## config.mk

```make
export PLATFORM = sky130hd
export DESIGN_NAME = tccw_seq_flat
export DESIGN_NICKNAME = d
export VERILOG_FILES = /design/src/hdl/tccw_pkg.sv /design/src/hdl/tccw_if.sv /design/src/hdl/tccw_alu.sv /design/src/hdl/tccw_seq.sv /design/src/flat_wrapper.sv
export SDC_FILE = /design/constraint.sdc
export NUM_CORES = 1
export LEC_CHECK = 0
export ABC_AREA = 1
export CAP_MARGIN = 20
export CELL_PAD_IN_SITES_DETAIL_PLACEMENT = 1
export CELL_PAD_IN_SITES_GLOBAL_PLACEMENT = 1
export CORE_MARGIN = 5
export CORE_UTILIZATION = 40
export CTS_BUF_LIST = sky130_fd_sc_hd__clkbuf_4 sky130_fd_sc_hd__clkbuf_8
export DETAILED_ROUTE_END_ITERATION = 7
export DONT_BUFFER_PORTS = 1
export PLACE_DENSITY_LB_ADDON = 0.08
export SYNTH_ARGS = -nofsm -noshare
export SYNTH_HDL_FRONTEND = slang
export SYNTH_SLANG_ARGS = --single-unit
export TNS_END_PERCENT = 1
```

## constraint.sdc

```tcl
create_clock -name clk -period 11.44 [get_ports clk]
set_input_delay 2.288 -clock clk [delete_from_list [all_inputs] [get_ports clk]]
set_output_delay 2.288 -clock clk [all_outputs]
set_load 0.01 [all_outputs]
```

## src/hdl/tccw_pkg.sv

```systemverilog
// Shared types and constants of the text console cell writer.
// Used by the channel interfaces, the sequencer, the adder unit and the top level.
package tccw_pkg;

  localparam int DEF_MAX_COLS = 128;
  localparam int DEF_MAX_ROWS = 32;
  localparam int DEF_CELLS    = 4096;

  localparam int FUNC_W     = 2;
  localparam int CHAR_W     = 8;
  localparam int INDEX_W    = 12;
  localparam int POS_W      = 12;
  localparam int ATTR_W     = 8;
  localparam int COLS_W     = 8;
  localparam int ROWS_W     = 6;
  localparam int COLOR_W    = 4;
  localparam int CFG_IDX_W  = 2;
  localparam int CFG_DATA_W = 8;
  localparam int CELL_W     = ATTR_W + CHAR_W;

  localparam logic [CHAR_W-1:0]  NEWLINE    = 8'd10;
  localparam logic [CHAR_W-1:0]  SPACE      = 8'h20;
  localparam logic [ATTR_W-1:0]  RESET_ATTR = 8'h0F;

  localparam logic [COLS_W-1:0]  RST_COLUMNS = 8'd80;
  localparam logic [ROWS_W-1:0]  RST_ROWS    = 6'd25;
  localparam logic [COLOR_W-1:0] RST_FG      = 4'hF;
  localparam logic [COLOR_W-1:0] RST_BG      = 4'h0;

  typedef enum logic [1:0] {
    FN_PUT   = 2'd0,
    FN_CLEAR = 2'd1,
    FN_READ  = 2'd2,
    FN_NONE  = 2'd3
  } func_t;

  typedef enum logic [CFG_IDX_W-1:0] {
    CFG_COLUMNS = 2'd0,
    CFG_ROWS    = 2'd1,
    CFG_FG      = 2'd2,
    CFG_BG      = 2'd3
  } cfg_idx_t;

  typedef enum logic {
    ALU_ADD,
    ALU_SUB
  } alu_op_t;

  typedef enum logic [3:0] {
    ST_SWEEP,
    ST_IDLE,
    ST_GEOM_MUL,
    ST_GEOM_FIT,
    ST_GEOM_LAST,
    ST_ROW,
    ST_PUT,
    ST_COPY,
    ST_FILL,
    ST_RD_DATA,
    ST_DONE
  } state_t;

  typedef struct packed {
    logic                  we;
    cfg_idx_t              index;
    logic [CFG_DATA_W-1:0] data;
  } cfg_wr_t;

  typedef struct packed {
    logic [POS_W-1:0]  cursor_pos;
    logic [CHAR_W-1:0] read_char;
    logic [ATTR_W-1:0] read_attr;
    logic              scrolled;
  } result_t;

endpackage

```

## src/hdl/tccw_if.sv

```systemverilog
// Request and result channel interfaces of the text console cell writer.
// Depends on tccw_pkg for the field widths.
interface tccw_cmd_if;
  import tccw_pkg::*;

  logic               valid;
  logic               ready;
  logic [FUNC_W-1:0]  func;
  logic [CHAR_W-1:0]  char_code;
  logic [INDEX_W-1:0] cell_index;

  modport source (output valid, output func, output char_code, output cell_index,
                  input ready);
  modport sink   (input valid, input func, input char_code, input cell_index,
                  output ready);
endinterface


```

## src/hdl/tccw_alu.sv

```systemverilog
// Shared add/subtract unit of the console sequencer.
// Depends on tccw_pkg for the operation codes.
module tccw_alu #(
  parameter int W = 16
) (
  input  tccw_pkg::alu_op_t op,
  input  logic [W-1:0]      a,
  input  logic [W-1:0]      b,
  output logic [W-1:0]      sum
);
  import tccw_pkg::*;

  always_comb begin
    unique case (op)
      ALU_ADD: sum = a + b;
      ALU_SUB: sum = a - b;
    endcase
  end

endmodule

```

## src/hdl/tccw_seq.sv

```systemverilog
// Sequencer of the text console cell writer: config registers, screen geometry,
// cursor tracking, scroll copy and fill sweeps. Uses tccw_pkg, tccw_if and tccw_alu.
module tccw_seq #(
  parameter int MAX_COLS = tccw_pkg::DEF_MAX_COLS,
  parameter int MAX_ROWS = tccw_pkg::DEF_MAX_ROWS,
  parameter int CELLS    = tccw_pkg::DEF_CELLS
) (
  input  logic                         clk,
  input  logic                         rst,
  input  tccw_pkg::cfg_wr_t            cfg,
  tccw_cmd_if.sink                     cmd,
  input  logic                         res_free,
  output logic                         res_load,
  output tccw_pkg::result_t            res_d,
  output logic                         mem_we,
  output logic [$clog2(CELLS)-1:0]     mem_waddr,
  output logic [tccw_pkg::CELL_W-1:0]  mem_wdata,
  output logic [$clog2(CELLS)-1:0]     mem_raddr,
  input  logic [tccw_pkg::CELL_W-1:0]  mem_rdata
);
  import tccw_pkg::*;

  localparam int COLS_LIM = (MAX_COLS < CELLS) ? MAX_COLS : CELLS;
  localparam int CW  = $clog2(COLS_LIM + 1);
  localparam int RW  = $clog2(MAX_ROWS + 1);
  localparam int KW  = (CW > COLS_W) ? CW : COLS_W;
  localparam int QW  = (RW > ROWS_W) ? RW : ROWS_W;
  localparam int PW  = CW + RW;
  localparam int AW  = $clog2(CELLS);
  localparam int NW  = $clog2(CELLS + 1);
  localparam int DW  = (PW > NW) ? PW : NW;
  localparam int IXW = (NW > INDEX_W) ? NW : INDEX_W;

  // config registers
  logic [COLS_W-1:0]  columns;
  logic [ROWS_W-1:0]  rows;
  logic [COLOR_W-1:0] fg_nib;
  logic [COLOR_W-1:0] bg_nib;

  state_t            state, state_next;
  logic              dirty, dirty_next;
  logic [AW-1:0]     cursor, cursor_next;
  logic [AW-1:0]     row_base, row_base_next;
  logic [AW-1:0]     last_base, last_base_next;
  logic [CW-1:0]     cols, cols_next;
  logic [DW-1:0]     area, area_next;
  logic [AW-1:0]     fill_i, fill_i_next;
  logic [NW-1:0]     fill_end, fill_end_next;
  logic [CELL_W-1:0] fill_data, fill_data_next;
  logic [AW-1:0]     cp_rd, cp_rd_next;
  logic              pend_v, pend_v_next;
  logic [AW-1:0]     pend_addr, pend_addr_next;
  logic [CHAR_W-1:0] char_q, char_q_next;
  logic              idx_ok, idx_ok_next;
  logic              scrolled, scrolled_next;
  logic [CHAR_W-1:0] rd_char, rd_char_next;
  logic [ATTR_W-1:0] rd_attr, rd_attr_next;

  alu_op_t           alu_op;
  logic [DW-1:0]     alu_a;
  logic [DW-1:0]     alu_sum;
  logic [CELL_W-1:0] blank;

  assign blank = {bg_nib, fg_nib, SPACE};

  tccw_alu #(.W(DW)) u_alu (
    .op  (alu_op),
    .a   (alu_a),
    .b   (DW'(cols)),
    .sum (alu_sum)
  );

  always_ff @(posedge clk) begin
    if (rst) begin
      columns <= RST_COLUMNS;
      rows    <= RST_ROWS;
      fg_nib  <= RST_FG;
      bg_nib  <= RST_BG;
    end else if (cfg.we) begin
      unique case (cfg.index)
        CFG_COLUMNS: columns <= cfg.data[COLS_W-1:0];
        CFG_ROWS:    rows    <= cfg.data[ROWS_W-1:0];
        CFG_FG:      fg_nib  <= cfg.data[COLOR_W-1:0];
        CFG_BG:      bg_nib  <= cfg.data[COLOR_W-1:0];
      endcase
    end
  end

  always_ff @(posedge clk) begin
    if (rst) begin
      state    <= ST_SWEEP;
      dirty    <= 1'b1;
      cursor   <= '0;
      row_base <= '0;
      fill_i   <= '0;
      pend_v   <= 1'b0;
    end else begin
      state    <= state_next;
      dirty    <= dirty_next;
      cursor   <= cursor_next;
      row_base <= row_base_next;
      fill_i   <= fill_i_next;
      pend_v   <= pend_v_next;
    end
  end

  always_ff @(posedge clk) begin
    last_base <= last_base_next;
    cols      <= cols_next;
    area      <= area_next;
    fill_end  <= fill_end_next;
    fill_data <= fill_data_next;
    cp_rd     <= cp_rd_next;
    pend_addr <= pend_addr_next;
    char_q    <= char_q_next;
    idx_ok    <= idx_ok_next;
    scrolled  <= scrolled_next;
    rd_char   <= rd_char_next;
    rd_attr   <= rd_attr_next;
  end

  always_comb begin
    logic [KW-1:0] cols_w;
    logic [QW-1:0] rows_w;
    logic [CW-1:0] cols_c;
    logic [RW-1:0] rows_c;
    logic          oob;
    logic [AW-1:0] pos_eff;
    logic [DW-1:0] c_new;

    state_next     = state;
    dirty_next     = dirty;
    cursor_next    = cursor;
    row_base_next  = row_base;
    last_base_next = last_base;
    cols_next      = cols;
    area_next      = area;
    fill_i_next    = fill_i;
    fill_end_next  = fill_end;
    fill_data_next = fill_data;
    cp_rd_next     = cp_rd;
    pend_v_next    = pend_v;
    pend_addr_next = pend_addr;
    char_q_next    = char_q;
    idx_ok_next    = idx_ok;
    scrolled_next  = scrolled;
    rd_char_next   = rd_char;
    rd_attr_next   = rd_attr;

    cmd.ready = 1'b0;
    res_load  = 1'b0;
    mem_we    = 1'b0;
    mem_waddr = fill_i;
    mem_wdata = fill_data;
    mem_raddr = AW'(cmd.cell_index);
    alu_op    = ALU_ADD;
    alu_a     = DW'(row_base);

    cols_w = KW'(columns);
    if (cols_w == '0) cols_w = KW'(1);
    if (cols_w > KW'(COLS_LIM)) cols_w = KW'(COLS_LIM);
    cols_c = CW'(cols_w);
    rows_w = QW'(rows);
    if (rows_w == '0) rows_w = QW'(1);
    if (rows_w > QW'(MAX_ROWS)) rows_w = QW'(MAX_ROWS);
    rows_c = RW'(rows_w);

    oob     = DW'(cursor) >= area;
    pos_eff = oob ? last_base : cursor;
    c_new   = DW'(pos_eff) + DW'(1);

    unique case (state)
      ST_SWEEP: begin
        mem_we    = 1'b1;
        mem_wdata = {RESET_ATTR, SPACE};
        if (fill_i == AW'(CELLS - 1)) begin
          state_next = ST_IDLE;
        end else begin
          fill_i_next = fill_i + AW'(1);
        end
      end

      ST_IDLE: begin
        if (dirty) begin
          state_next = ST_GEOM_MUL;
        end else begin
          cmd.ready = !cfg.we;
          if (cmd.valid && !cfg.we) begin
            scrolled_next = 1'b0;
            rd_char_next  = '0;
            rd_attr_next  = '0;
            char_q_next   = cmd.char_code;
            unique case (func_t'(cmd.func))
              FN_PUT: state_next = ST_PUT;
              FN_CLEAR: begin
                fill_i_next    = '0;
                fill_end_next  = NW'(area);
                fill_data_next = blank;
                cursor_next    = '0;
                row_base_next  = '0;
                state_next     = ST_FILL;
              end
              FN_READ: begin
                // read address goes out this cycle, data is back next cycle
                idx_ok_next = IXW'(cmd.cell_index) < IXW'(CELLS);
                state_next  = ST_RD_DATA;
              end
              FN_NONE: state_next = ST_DONE;
            endcase
          end
        end
      end

      ST_GEOM_MUL: begin
        dirty_next = 1'b0;
        cols_next  = cols_c;
        area_next  = DW'(PW'(cols_c) * PW'(rows_c));
        state_next = ST_GEOM_FIT;
      end

      ST_GEOM_FIT: begin
        // drop whole rows until the area fits the store
        alu_op = ALU_SUB;
        alu_a  = area;
        if (area > DW'(CELLS)) begin
          area_next = alu_sum;
        end else begin
          state_next = ST_GEOM_LAST;
        end
      end

      ST_GEOM_LAST: begin
        alu_op         = ALU_SUB;
        alu_a          = area;
        last_base_next = AW'(alu_sum);
        row_base_next  = '0;
        state_next     = ST_ROW;
      end

      ST_ROW: begin
        // step the row start up to the cursor, held at the last row
        if (alu_sum <= DW'(cursor) && row_base < last_base) begin
          row_base_next = AW'(alu_sum);
        end else begin
          state_next = ST_IDLE;
        end
      end

      ST_PUT: begin
        if (char_q == NEWLINE) begin
          c_new = alu_sum;
        end else begin
          mem_we    = 1'b1;
          mem_waddr = pos_eff;
          mem_wdata = {bg_nib, fg_nib, char_q};
        end
        if (c_new >= area) begin
          // ran off the screen: scroll up, cursor lands on the last row
          cursor_next   = last_base;
          row_base_next = last_base;
          scrolled_next = 1'b1;
          cp_rd_next    = '0;
          pend_v_next   = 1'b0;
          state_next    = ST_COPY;
        end else begin
          cursor_next = AW'(c_new);
          if (c_new == alu_sum) begin
            row_base_next = AW'(alu_sum);
          end
          state_next = ST_DONE;
        end
      end

      ST_COPY: begin
        alu_a     = DW'(cp_rd);
        mem_we    = pend_v;
        mem_waddr = pend_addr;
        mem_wdata = mem_rdata;
        if (cp_rd < last_base) begin
          mem_raddr      = AW'(alu_sum);
          cp_rd_next     = cp_rd + AW'(1);
          pend_v_next    = 1'b1;
          pend_addr_next = cp_rd;
        end else begin
          pend_v_next = 1'b0;
          if (!pend_v) begin
            fill_i_next    = last_base;
            fill_end_next  = NW'(area);
            fill_data_next = blank;
            state_next     = ST_FILL;
          end
        end
      end

      ST_FILL: begin
        mem_we = 1'b1;
        if ((NW'(fill_i) + NW'(1)) == fill_end) begin
          state_next = ST_DONE;
        end else begin
          fill_i_next = fill_i + AW'(1);
        end
      end

      ST_RD_DATA: begin
        if (idx_ok) begin
          rd_char_next = mem_rdata[CHAR_W-1:0];
          rd_attr_next = mem_rdata[CELL_W-1:CHAR_W];
        end
        state_next = ST_DONE;
      end

      ST_DONE: begin
        // hold until the result register is free
        if (res_free) begin
          res_load   = 1'b1;
          state_next = ST_IDLE;
        end
      end

      default: state_next = ST_SWEEP;
    endcase

    if (cfg.we && (cfg.index == CFG_COLUMNS || cfg.index == CFG_ROWS)) begin
      dirty_next = 1'b1;
    end
  end

  assign res_d.cursor_pos = POS_W'(cursor);
  assign res_d.read_char  = rd_char;
  assign res_d.read_attr  = rd_attr;
  assign res_d.scrolled   = scrolled;

endmodule

```

## src/flat_wrapper.sv

```systemverilog
// flat-port wrapper written by rule: the top's interface ports become plain ports
module tccw_seq_flat import tccw_pkg::*;
#(
  parameter int MAX_COLS = tccw_pkg::DEF_MAX_COLS,
  parameter int MAX_ROWS = tccw_pkg::DEF_MAX_ROWS,
  parameter int CELLS    = tccw_pkg::DEF_CELLS
)
  (clk, rst, cfg, res_free, res_load, res_d, mem_we, mem_waddr, mem_wdata, mem_raddr, mem_rdata, cmd_valid, cmd_func, cmd_char_code, cmd_cell_index, cmd_ready);
  tccw_cmd_if cmd_i ();
  input  logic clk;
  input  logic rst;
  input  tccw_pkg::cfg_wr_t cfg;
  input  logic res_free;
  output logic res_load;
  output tccw_pkg::result_t res_d;
  output logic mem_we;
  output logic [$clog2(CELLS)-1:0] mem_waddr;
  output logic [tccw_pkg::CELL_W-1:0] mem_wdata;
  output logic [$clog2(CELLS)-1:0] mem_raddr;
  input  logic [tccw_pkg::CELL_W-1:0] mem_rdata;
  input wire logic [$bits(cmd_i.valid)-1:0] cmd_valid;
  input wire logic [$bits(cmd_i.func)-1:0] cmd_func;
  input wire logic [$bits(cmd_i.char_code)-1:0] cmd_char_code;
  input wire logic [$bits(cmd_i.cell_index)-1:0] cmd_cell_index;
  output wire logic [$bits(cmd_i.ready)-1:0] cmd_ready;
  assign cmd_i.valid = cmd_valid;
  assign cmd_i.func = cmd_func;
  assign cmd_i.char_code = cmd_char_code;
  assign cmd_i.cell_index = cmd_cell_index;
  assign cmd_ready = cmd_i.ready;
  tccw_seq #(.MAX_COLS(MAX_COLS), .MAX_ROWS(MAX_ROWS), .CELLS(CELLS)) u_core (.clk(clk), .rst(rst), .cfg(cfg), .cmd(cmd_i), .res_free(res_free), .res_load(res_load), .res_d(res_d), .mem_we(mem_we), .mem_waddr(mem_waddr), .mem_wdata(mem_wdata), .mem_raddr(mem_raddr), .mem_rdata(mem_rdata));
endmodule
```

# After elaboration in Yosys (flattened, before gate mapping)

Cells that the tools add are included.

Memories: 0
Bits in read-only memories: 0
Flip-flop bits (word level): 176
Input port bits: 53
Latch bits: 0
Logic and storage cells: 188
Output and inout port bits: 72
RAM bits: 0

$mul: 1
Add/subtract/negate cells: 6
Bitwise logic cells: 2
Shift operators: 0
Equal/unequal tests: 38
Reductions and logical operators: 36
Div/mod/pow operators: 0
Multiplexer cells: 76
Magnitude comparators: 8

Operators by type and width:

| cell                                                                   | count |
|---|---|
| 12-bit 2-to-1 mux                                                      | 17 |
| 16-bit 2-to-1 mux                                                      | 6 |
| 12-bit case mux with 4 select lines                                    | 2 |
| 14-bit case mux with 2 select lines                                    | 3 |
| 12-bit case mux with 2 select lines                                    | 3 |
| 13-bit 2-to-1 mux                                                      | 5 |
| 16-bit case mux with 3 select lines                                    | 1 |
| 4-bit case mux with 11 select lines                                    | 1 |
| 14-bit 2-to-1 mux                                                      | 3 |
| 4-bit 2-to-1 mux                                                       | 10 |
| 8-bit 2-to-1 mux                                                       | 4 |
| 16-bit case mux with 2 select lines                                    | 1 |
| 8-bit case mux with 2 select lines                                     | 2 |
| 12-bit by 1-bit adder with 13-bit output (second input constant)       | 2 |
| 13-bit case mux with 2 select lines                                    | 1 |
| 12-bit by 1-bit adder with 12-bit output (second input constant)       | 2 |
| 12-bit less-than comparator                                            | 2 |
| 4-bit by 3-bit equality test with 1-bit output (second input constant) | 4 |
| 2-bit by 1-bit != test with 1-bit output (second input constant)       | 8 |
| 2-bit != test (second input constant)                                  | 8 |
| 4-bit case mux with 4 select lines                                     | 1 |
| 8-bit AND reduction                                                    | 2 |
| 14-bit by 8-bit adder with 14-bit output                               | 1 |
| 14-bit equality test                                                   | 1 |
| other kinds (36)                                                       | 77 |

# Depth between registers and ports, before layout

Gate-level depths: netlist (run 1).

Depth after elaboration: 11
Depth in mapped cells: 38
Mapped depth without buffers: 36

# By module

From an unflattened synthesis (run 1), not the netlist that was laid out.

Cell total of the unflattened synthesis: 1723
Area, all modules: 12887.4 um^2

By module, submodules not included:

| module   | area an instance (um^2) | times used | cells each | seq. area each (um^2) |
|---|---|---|---|---|
| tccw_seq | 11846.4                 | 1          | 1531       | 4404.2 |
| tccw_alu | 1041.0                  | 1          | 192        | 0.0 |

# Worst setup path after synthesis (run 1)

No wires, ideal clock.

Kind: reg-to-output
Start: register u_core.state[1]
End: output port mem_raddr[8]
Stages on the path, launching flop included: 21
Path slack: 5.252 ns
Buffers on the path: 3
Arrival: 3.900 ns
Required time: 9.152 ns
Cells stage by stage: dfxtp_1 > buf_2 > nor2_1 > inv_2 > nor2_1 > nor2_1 > buf_4 > clkinv_1 > nor2_1 > clkbuf_1 > a21oi_1 > ha_1 > inv_1 > fa_1 > nand3_1 > nand3_1 > a21oi_1 > o21ai_0 > xor2_1 > inv_1 > o21ai_0

Cells in the longest elaborated chain, start to end: 7
Elaborated cells on any way between the ends: 12
Those cells by class: 2 x add/sub; 3 x eq/ne; 5 x mux; 1 x bitwise; 1 x reduce/logical

RTL lines:

| element                                                                                                                 | RTL line           | RTL |
|---|---|---|
| from (decl)                                                                                                             | tccw_seq.sv:40     | `state_t state, state_next;` |
| from (signal assigned)                                                                                                  | tccw_seq.sv:98     | `state <= state_next;` |
| 4-bit by 3-bit equality test with 1-bit output / 4-bit by 2-bit equality test with 1-bit output (equally long branches) | tccw_seq.sv:172    | `unique case (state)` |
| 2-bit OR reduction (no source line)                                                                                     | -                  |  |
| 14-bit case mux with 2 select lines / 1-bit 2-to-1 mux (equally long branches)                                          | tccw_seq.sv:172    |  |
| 14-bit by 8-bit subtractor with 14-bit output, or another cell as far along                                             | tccw_alu.sv:16     | `ALU_SUB: sum = a - b;` |
| 14-bit case mux with 2 select lines (*)                                                                                 | tccw_alu.sv:14     | `unique case (op)` |
| net u_core.alu_sum[8]                                                                                                   | tccw_seq.sv:61     | `logic [DW-1:0] alu_sum;` |
| 12-bit 2-to-1 mux (*)                                                                                                   | tccw_seq.sv:279    | `if (cp_rd < last_base) begin` |
| 12-bit 2-to-1 mux (*)                                                                                                   | tccw_seq.sv:172    |  |
| to (decl)                                                                                                               | flat_wrapper.sv:19 | `output logic [$clog2(CELLS)-1:0] mem_raddr;` |

The timed path passes the listed nets; every way through them passes the cells marked *.

# Worst setup path in the final report (run 1)

Start: register u_core.state[0]
End: output port mem_raddr[5]

The elaborated chain is that of the path after synthesis.

==> metrics.txt, run 1 <==
Synth Register Bits=~170; Synth Cell Area=0.0128 mm2; r2r worst-path depth=32; Min-Delay Path Class=register to register; clock skew=approximately 18 ps; Routed WL=a little over 50 mm; Period Utilization, post-route=0.664; final net count=around 1.8k; Synth top area share=0.244; Area Growth Syn to Fin=6.00%; Die Wd=~190 um; syn_nets=roughly 1.9k; largest net degree at the start of global routing=45; Final GP Congestion=approximately 0.95; Crit path max-delay family=simple AND/OR/NAND/NOR gates; dominant cell type by area after synthesis=edfxtp_1; Vias/cell=5.72; Clock Tree Buf Depth=2; DP HPWL=slightly above 40 mm; Max-Cap Viols=0; f_max=~0.13 GHz; Leak=between 6 and 7 nW; worst vdd ir=0.000118 V; register area share after synthesis=0.344; Async S/R FF share, synth=0; Syn Area/Cell=about 7.7 um2; Critical Path Most Common Cell=nand2_1; CTS H-tree lvls=4; Slew Viols, Final=0; Routed Antenna Nets=0; IO Pins=125; setup TNS=0 ps; Syn Inst Count=1672; Least-Margin Pin Slew=about 1000 ps; die area=between 0.03 and 0.04 mm2; routed vias=11.9k; startpoint types=register; Top FF cell, synth=edfxtp_1; layout cell share with drive strength beyond 1=0.0658; row cnt=65; commonest non-fill, non-tap cells in the layout=322 x nand2_1, 252 x inv_1, 191 x nor2_1; final hold viol count=0; drt first pass iters=5; CP cell instances=nor2_1 -> inv_2 -> nor2_1 -> buf_4 -> nor2_1 -> buf_4 -> clkinv_1 -> nor2_1 -> nand2_1 -> nand2_1 -> ha_1 -> a21oi_1 -> nand2_1 -> nand2_1 -> nand2_1 -> a21oi_1 -> xor2_1 -> inv_1 -> o21ai_0; core area=0.0316 mm2; die height=around 190 um; clock period minus worst slack=between 7000 and 8000 ps; Starting DRT DRC Count=919; gr usage total=0.280; PnR Total Power=approximately 3.0 mW; WHS Path Cells=0; Worst slew margin=0.307; Setup Viol. Count Final=0; RSZ-0062 raised after global routing=no; critical path endpoint category=primary output; post-CTS sizing=0; CTS buffer count=17; commonest non-fill, non-tap cell in the layout=nand2_1; first-pass GRT wire length=roughly 75 mm; Avg WL per Cell=~24 um; Synthesis Warnings=0; DR DRC count=0; Setup CP Type=register to primary output; CTS tree=yes; gr ovfl total=0; status=finished, final reports clean; vias in the first global route=11.9k; Worst Path Buf+Inv=5; synth unique cells=55; clk root buf=clkbuf_8; Pwr Density=about 220 mW/mm2; Worst path depth=19; initial antenna violation count=1; Worst-Skew Late Latency=roughly 500 ps; Port-buffer cells=0; postcts setup bufs=0; Reg clk slew, reported paths=100 ps; Worst path slowest cell=xor2_1; initial core utilization=0.406; Slowest Stage Delay on Critical Path=750 ps; Post-synth EDFFs=about 100; CTS sink cnt=approximately 170; CP max FO=20; arrival time at the worst endpoint=roughly 5300 ps; Area contributors post-synth=edfxtp_1 24%, dfxtp_1 10%, ha_1 10%, nand2_1 9.4%, inv_1 7.4%; cts hold-fix bufs=0; Critical Path RT=between 9000 and 10000 ps
-- area by class of cell --
class | count | area (um2)
clock buffers | 22 | 284
diodes | 1 | 2.50
flip-flops and latches | 168 | 4400
repair buffers | 19 | 146
multi-input cells | 1196 | 7190
fillers | 3921 | 18000
clock inverters | 10 | 81.3
inverters | 256 | 961
well taps | 402 | 503
-- flip-flops by register name, summed over array words and instances, names as in the netlist, 6 cells and up --
| signal | flops |
|---|---|
| u_core.cols | 8 |
| u_core.row_base | 12 |
| u_core.rows | 6 |
| u_core.pend_addr | 12 |
| u_core.rd_char | 8 |
| u_core.fill_data | 8 |
| u_core.char_q | 8 |
| u_core.last_base | 12 |
| u_core.rd_attr | 8 |
| u_core.columns | 8 |
| u_core.fill_end | 13 |
| u_core.cursor | 12 |
| u_core.fill_i | 12 |
| u_core.cp_rd | 12 |
| u_core.area | 14 |
-- kinds of logic (layout without fill, tap and decap cells) --
| family | Yosys count | count (layout) | synth area share |
|---|---|---|---|
| buffers and inverters | 308 | 307 | 0.0953 |
| adder cells (fa/ha/maj) | 128 | 128 | 0.140 |
| XOR/XNOR | 36 | 36 | 0.0246 |
| flip-flops | 168 | 168 | 0.344 |
| AO/OA/AOI/OAI | 332 | 332 | 0.151 |
| AND/OR/NAND/NOR | 700 | 700 | 0.245 |
| other | 0 | 1 | 0 |
-- where the power goes --
| group | internal, mW | total, mW | switching, mW |
|---|---|---|---|
| Combinational | 0.457 | 1.61 | 1.15 |
| Sequential | 0.807 | 0.934 | 0.127 |
| Clock | 0.174 | 0.425 | 0.251 |
-- metrics by stage --
stage | hold WS, ps | cells | utilization | area, um2 | worst slack (ps)
global route | 450 | 2073 | 0.430 | 13600 | 3380
finish | 445 | 2074 | 0.430 | 13600 | 3840
floorplan | 408 | 1672 | - | 12800 | 5250
detailed placement | 419 | 2040 | 0.418 | 13200 | 4400
global placement | 410 | 2039 | 0.418 | 13200 | 4330
CTS | 442 | 2072 | 0.430 | 13600 | 3890
-- synth_stat cells, types with 20 or more instances --
cell	n
edfxtp_1	104
nand3_1	73
o21ai_0	114
fa_1	26
nor2_1	194
nand4_1	39
ha_1	102
dfxtp_1	64
xor2_1	30
nand2_1	322
o221ai_1	20
inv_1	252
clkbuf_1	34
a21oi_1	116
-- metal layers --
layer  up-vias  GRT usage  share of wire
li1       5590          -              -
met1      5788      0.399           0.47
met2       410      0.420           0.43
met3        69     0.0669          0.073
met4         0     0.0886          0.030
met5         -          0              0
-- path summary, 6_finish.rpt --
check | startpoint | end | slack (ps)
hold / removal | u_core.bg_nib[1] | u_core.fill_data[13] | 440
setup reg to reg | u_core.state[0] | u_core.cp_rd[6] | 4200
hold reg to reg | u_core.bg_nib[1] | u_core.fill_data[13] | 440
setup / recovery | u_core.state[0] | mem_raddr[5] | 3840
Power figures use the tool's default switching activity.
==> inputs of run 2 (changes only) <==
- ABC_AREA: 1 -> 0
- clock period: 11.44 -> 7.6 ns (I/O delays scaled with it)
==> run 2 against run 1 <==
Worst setup slack got worse by 3300 ps. Clock power rose by 56%. Area after synthesis rose by 2.8%. Routed wire length fell by 0.80%. Combinational power rose by 38%. Via count fell by 3.2%. Synthesized cell count fell by 10%. Clock skew rose by 5.6 ps. Total power rose by 40%. Hold slack improved by 21 ps. Design area rose by 4.7%. Critical path type is now register to register. Critical endpoint is now u_core.row_base[1]. Highest routed layer unchanged.
==> metrics.txt, run 2 <==
status=finished, final reports clean; row cnt=66 (+1.5%); core area=0.0325 mm2 (+3.1%); Slew Viols, Final=0 (unchanged); final hold viol count=0 (unchanged); max FFs per register=14 (unchanged); Max-Cap Viols=0 (unchanged); layout cell share with drive strength beyond 1=0.0835 (+0.0177); Setup CP Type=register to register; Synthesis Warnings=0 (unchanged); Vias/cell=5.88 (+2.9%); Setup Viol. Count Final=0 (unchanged); startpoint types=register; r2r worst-path depth=23 (-28%); Reg area=0.00440 mm2 (unchanged); IO Pins=125 (unchanged); Least-Margin Pin Slew=1090 ps (+49.3 ps); Clock Tree Buf Depth=2 (unchanged); Period Utilization, post-route=0.925; Routed WL=49.9 mm (-0.80%); CTS sink cnt=168 (unchanged); vias in the first global route=11.8k (-1.2%); synth unique cells=87 (+58%); clock skew=23.1 ps (+5.59 ps); post-CTS sizing=0 (unchanged); critical path endpoint category=register; DP HPWL=39.4 mm (-2.6%); Cells after DPL=1917 (-6.0%); most numerous cell in the Yosys netlist=nor2_1; Syn Area/Cell=8.77 um2 (+14%); Reg clk slew, reported paths=110 ps (about the same); Post-synth EDFFs=104 (unchanged); syn_nets=1683 (-9.2%); Area contributors post-synth=edfxtp_1 24%, dfxtp_1 9.7%, ha_1 9.7%, nor2_1 4.7%, nand2_1 4.1%; Synth top cells by count=165 x nor2_1, 144 x nand2_1, 123 x inv_1; Min-Delay Path Class=register to register; most flop-heavy register=u_core.area; Synth Cell Area=0.0132 mm2 (+2.8%); commonest non-fill, non-tap cells in the layout=164 x nor2_1, 144 x nand2_1, 123 x inv_1; f_max=0.142 GHz; Final GP Congestion=0.952 (+0.69%); CTS buffer count=17 (unchanged); footprint of the multi-input gates=0.00804 mm2 (+12%); CTS H-tree lvls=4 (unchanged); first-pass GRT wire length=75.0 mm (-0.22%); Worst-Skew Late Latency=520 ps (+20 ps); Routed Antenna Nets=0 (unchanged); Hold WS=466 ps (+21.5 ps); RR Startpoint=u_core.area[4]; Async S/R FF share, synth=0 (unchanged); arrival time at the worst endpoint=7440 ps (+2130 ps); Non-Filler Instances=1951 (-5.9%); hold path startpoint=u_core.fg_nib[0]; final core utilization=0.437 (+0.00672); Syn Inst Count=1502 (-10%); Worst slew margin=0.273 (-0.0335); Die Wd=191 um (+1.3%); Synth top area share=0.237 (-0.00667); cts hold-fix bufs=0 (unchanged); Hold Path End=u_core.fill_data[8]; CP max FO=36 (+80%); Area Growth Syn to Fin=7.96%; Port-buffer cells=0 (unchanged); drt first pass iters=5 (unchanged); Avg WL per Cell=25.6 um (+5.5%); clock period minus worst slack=7030 ps; postcts setup bufs=0 (unchanged); DR DRC count=0 (unchanged); setup TNS=0 ps (unchanged); Cell Area, Placed=0.0138 mm2 (+4.6%); routed vias=11.5k (-3.2%); dominant cell type by area after synthesis=edfxtp_1; RSZ-0062 raised after global routing=no; gr ovfl total=0 (unchanged); die height=191 um (+1.3%); register area share after synthesis=0.334 (-0.00941); ANT cells=0 (-1); largest net degree at the start of global routing=77 (+71%); Synth Register Bits=168 (unchanged); Starting DRT DRC Count=759 (-17%); worst vdd ir=0.000253 V (+110%); fillers=3877 (-1.1%); commonest non-fill, non-tap cell in the layout=nor2_1; gr usage total=0.273 (-0.00644); WHS Path Cells=0 (unchanged); reg-to-reg slack, setup=570 ps (-3630 ps); die area=0.0366 mm2 (+2.7%); Top FF cell, synth=edfxtp_1; CTS tree=yes; post-route cell area=0.0142 mm2 (+4.7%); Top Registers=u_core.area: 14 flops, u_core.fill_end: 13 flops; Leak=5.86 nW (-4.7%); clk root buf=clkbuf_8; initial antenna violation count=1 (unchanged); initial core utilization=0.405 (-0.00116); final net count=1677 (-8.8%); RR Endpoint=u_core.row_base[1]; Pwr Density=293 mW/mm2 (+34%); Critical Path RT=8000 ps (-1150 ps)
## run 2: cell types whose count changed after synthesis, sizes merged, moves of 34 or more
cell / before / now
a22oi: 10 / 44
inv: 253 / 124
nor2: 205 / 166
nand3: 80 / 36
nand2: 347 / 145
xnor2: 6 / 48
mux2i: 0 / 37
o21ai: 118 / 72
## run 2: worst max-delay path by stage
| stage | from | cells past startpoint | endpoint |
|---|---|---|---|
| 6_report | u_core.area[4] | 23 | u_core.row_base[1] |
| 3_3_place_gp | u_core.state[1] | 24 | u_core.row_base[1] |
| 2_1_floorplan | u_core.state[0] | 29 | u_core.cp_rd[0] |
| 3_5_place_dp | u_core.cursor[0] | 22 | u_core.row_base[1] |
| 4_1_cts | u_core.cursor[0] | 22 | u_core.row_base[1] |
| 5_1_grt | u_core.cursor[0] | 22 | u_core.row_base[1] |
## run 2: metrics by stage
step / setup WS, ps / power, mW
final: 568 / 4.17
after CTS: 710 / 4.14
after global routing: 75.3 / 4.39
after detailed placement: 748 / 3.47
after floorplan: 1390 / 2.65
after global placement: 808 / 3.44
## run 2: worst max-delay path, stage by stage (launching register included)
cell      delay, ps
edfxtp_1        370
buf_4           170
inv_1           130
ha_1            270
nand4_1         130
o21ai_0         170
a22oi_2         420
nand2_4         360
o21ai_0         440
ha_1            400
inv_1           190
nor4_1          480
nor3_1           90
mux2i_1         260
a21boi_0        530
ha_1            360
nand4_1          90
or2_2           130
nor3_1           60
a211oi_1        200
o221a_2         400
nand2_1         110
o21ai_2         730
mux2_2          410
## run 2: final cells by class
cell class | count | area share
multi-input cells | 1138 | 0.566
repair buffers | 45 | 0.0246
inverters | 126 | 0.0333
well taps | 442 | 0.0389
flip-flops and latches | 168 | 0.310
clock inverters | 15 | 0.0112
clock buffers | 17 | 0.0165
## run 2: report_power, final
| part | internal [mW] | switching (mW) | leakage (nW) |
|---|---|---|---|
| clock | 0.243 | 0.418 | 0.185 |
| sequential | 1.13 | 0.160 | 1.42 |
| combinational | 0.792 | 1.43 | 4.26 |
| total | 2.16 | 2.00 | 5.86 |
## run 2: logic make-up after synthesis
family	share of synthesized area
and+or+nand+nor	0.193
AOI/OAI and AO/OA	0.171
muxes	0.0484
adders and majority gates	0.136
buffers and inverters	0.0572
DFF	0.334
xor gates and xnor gates	0.0589
## run 2: layer usage
| layer | track usage | up-vias | share of wire | wire [um] |
|---|---|---|---|---|
| li1 | - | 5322 | - | - |
| met1 | 0.371 | 5744 | 0.45 | 22400 |
| met2 | 0.433 | 328 | 0.46 | 22900 |
| met3 | 0.0546 | 81 | 0.059 | 2960 |
| met4 | 0.0992 | 0 | 0.033 | 1660 |
| met5 | 0 | - | 0 | 0 |
==> inputs of run 3 (changes only) <==
- CELL_PAD_IN_SITES_DETAIL_PLACEMENT: 1 -> 0
- CORE_MARGIN: 5 -> 2
==> run 3 against run 2 <==
Global-route usage increased by 0.73 points. Largest power group unchanged. Clock power up 2%. Clock skew fell by 4.9 ps. Routed wire length fell by 4.0%. Maximum frequency grew 3.3%. Non-clock buffer count fell by 6. Sequential power hardly changed.
==> metrics.txt, run 3 (synthesis results as in run 2) <==
Hold WS=467 ps (+0.587 ps); IO Pins=125 (unchanged); Area Growth Syn to Fin=7.63%; Slew Viols, Final=0 (unchanged); die area=0.0344 mm2 (-6.2%); Final GP Congestion=0.954 (+0.19%); CTS tree=yes; f_max=0.147 GHz (+3.3%); initial antenna violation count=0 (-1); Slowest Stage Delay on Critical Path=760 ps (+30 ps); die height=185 um (-3.1%); cts hold-fix bufs=0 (unchanged); clock period minus worst slack=6810 ps (-227 ps); row cnt=66 (unchanged); Vias/cell=5.83 (-0.84%); setup TNS=0 ps (unchanged); post-route setup slack=795 ps (+227 ps); Setup Viol. Count Final=0 (unchanged); arrival time at the worst endpoint=7200 ps (-240 ps); postcts setup bufs=0 (unchanged); CP cell instances=inv_1 -> ha_1 -> a21oi_1 -> o21ai_0 -> a22oi_2 -> nand2_4 -> o21ai_0 -> ha_1 -> inv_1 -> nor4_1 -> nor3_1 -> mux2i_1 -> a21boi_0 -> ha_1 -> nand4_1 -> or2_2 -> nor3_1 -> a211oi_1 -> o221a_2 -> nand2_1 -> o21ai_2 -> mux2_2; CTS H-tree lvls=4 (unchanged); reg-to-reg slack, setup=790 ps (+230 ps); Cells after DPL=1911 (-0.31%); Routed Antenna Nets=0 (unchanged); gr usage total=0.281 (+0.00730); Least-Margin Pin Slew=1090 ps (+3.65 ps); Reg clk slew, reported paths=110 ps (about the same); part of the power in the clock network=0.162 (+0.003); max FFs per register=14 (unchanged); core area=0.0325 mm2 (-0.25%); clk root buf=clkbuf_8; commonest non-fill, non-tap cell in the layout=nor2_1; final hold viol count=0 (unchanged); Worst path slowest cell=o21ai_2; gr ovfl total=0 (unchanged); Die Wd=185 um (-3.1%); ANT cells=0 (unchanged); PnR Total Power=4.17 mW (+0.18%); Period Utilization, post-route=0.895 (-0.0299); vias in the first global route=11.0k (-7.0%); CTS buffer count=17 (unchanged); initial core utilization=0.406 (+0.00103); critical path launch point=u_core.area[7]; largest net degree at the start of global routing=77 (unchanged); Max-Cap Viols=0 (unchanged); layout cell share with drive strength beyond 1=0.0798 (-0.00366); Leak=5.85 nW (-0.19%); status=finished, final reports clean; critical path endpoint category=register; Avg WL per Cell=24.6 um (-3.7%); Reg power frac=0.309 (about the same); Worst-Skew Late Latency=510 ps (about the same); routed vias=11.3k (-1.1%); DR DRC count=0 (unchanged); clock skew=18.2 ps (-4.87 ps); DP HPWL=37.1 mm (-5.9%); combinational power share=0.529 (-0.004); commonest non-fill, non-tap cells in the layout=164 x nor2_1, 144 x nand2_1, 123 x inv_1; first-pass GRT wire length=70.3 mm (-6.3%); capture point of the critical path=u_core.row_base[1]; startpoint types=register; Critical Path Most Common Cell=ha_1; Worst slew margin=0.271 (-0.00244); post-CTS sizing=0 (unchanged); Pwr Density=294 mW/mm2 (+0.49%); CP max FO=36 (unchanged); Clock Tree Buf Depth=2 (unchanged); most flop-heavy register=u_core.area; Setup CP Type=register to register; r2r worst-path depth=22 (-4.3%); RR Startpoint=u_core.area[7]; final net count=1671 (-0.36%); Cell Area, Placed=0.0138 mm2 (-0.33%); CTS sink cnt=168 (unchanged); Top Registers=u_core.area: 14 flops, u_core.fill_end: 13 flops; Critical Path RT=8000 ps (about the same); worst vdd ir=0.000170 V (-33%); Post-Place Worst Slack=935 ps (+187 ps); switching share of total power=0.475 (-0.00567); Non-Filler Instances=1945 (-0.31%); Min-Delay Path Class=register to register; Port-buffer cells=0 (unchanged); Internal Power=2.19 mW (+1.3%); RSZ-0062 raised after global routing=no; post-route cell area=0.0142 mm2 (-0.31%); RR Endpoint=u_core.row_base[1]; Routed WL=47.9 mm (-4.0%); drt first pass iters=6 (+1); final core utilization=0.437 (about the same); Starting DRT DRC Count=1180 (+55%); P_sw=1.98 mW (-1.0%)
run 3: cell count changes in the layout (fill, tap and decap cells not counted), sizes merged:
cell / previous run / this run
bufinv: 0 / 1
inv: 130 / 132
buf: 45 / 39
clkinvlp: 4 / 1
run 3: worst min path at each step:
stage	endpoint	cells after the start	from	slack, ps
after floorplan	u_core.fill_data[10]	0	u_core.fg_nib[2]	430
after global placement	u_core.fill_data[9]	0	u_core.fg_nib[1]	440
after detailed placement	u_core.fill_data[9]	0	u_core.fg_nib[1]	450
after CTS	u_core.fill_data[9]	0	u_core.fg_nib[1]	480
after global routing	u_core.fill_data[9]	0	u_core.fg_nib[1]	500
final	u_core.fill_data[9]	0	u_core.fg_nib[1]	470
run 3: power by group through the flow:
stage / clock network [mW] / logic, mW / registers (mW)
after global placement: 0 / 2.17 / 1.31
after detailed placement: 0 / 2.16 / 1.30
after CTS: 0.692 / 2.16 / 1.28
final: 0.675 / 2.21 / 1.29
after floorplan: 0 / 1.44 / 1.21
after global routing: 0.721 / 2.37 / 1.30
run 3: layer usage:
metal	routed length, um	part of all wire	GRT usage	up-vias
li1	-	-	-	5303
met3	3590	0.075	0.0613	87
met2	21400	0.45	0.436	449
met4	1660	0.035	0.107	0
met5	0	0	0	-
met1	21200	0.44	0.380	5505
run 3: final cells by class:
cell class                      instances  area [um2]
Timing Repair Buffer                   39         304
Multi-Input combinational cell       1138        8040
Sequential cell                       168        4400
Clock buffer                           17         234
Fill cell                            3313       18300
Inverter                              126         473
Clock inverter                         15         160
Tap cell                              442         553
run 3: worst max-delay path, delay by kind of cell (launching register included):
kind            cells  cell delay (ps)
compound gates      8             2880
simple gates        7             1320
fa+ha+maj           3             1000
mux                 2              650
flops               1              510
buf+inv             2              320
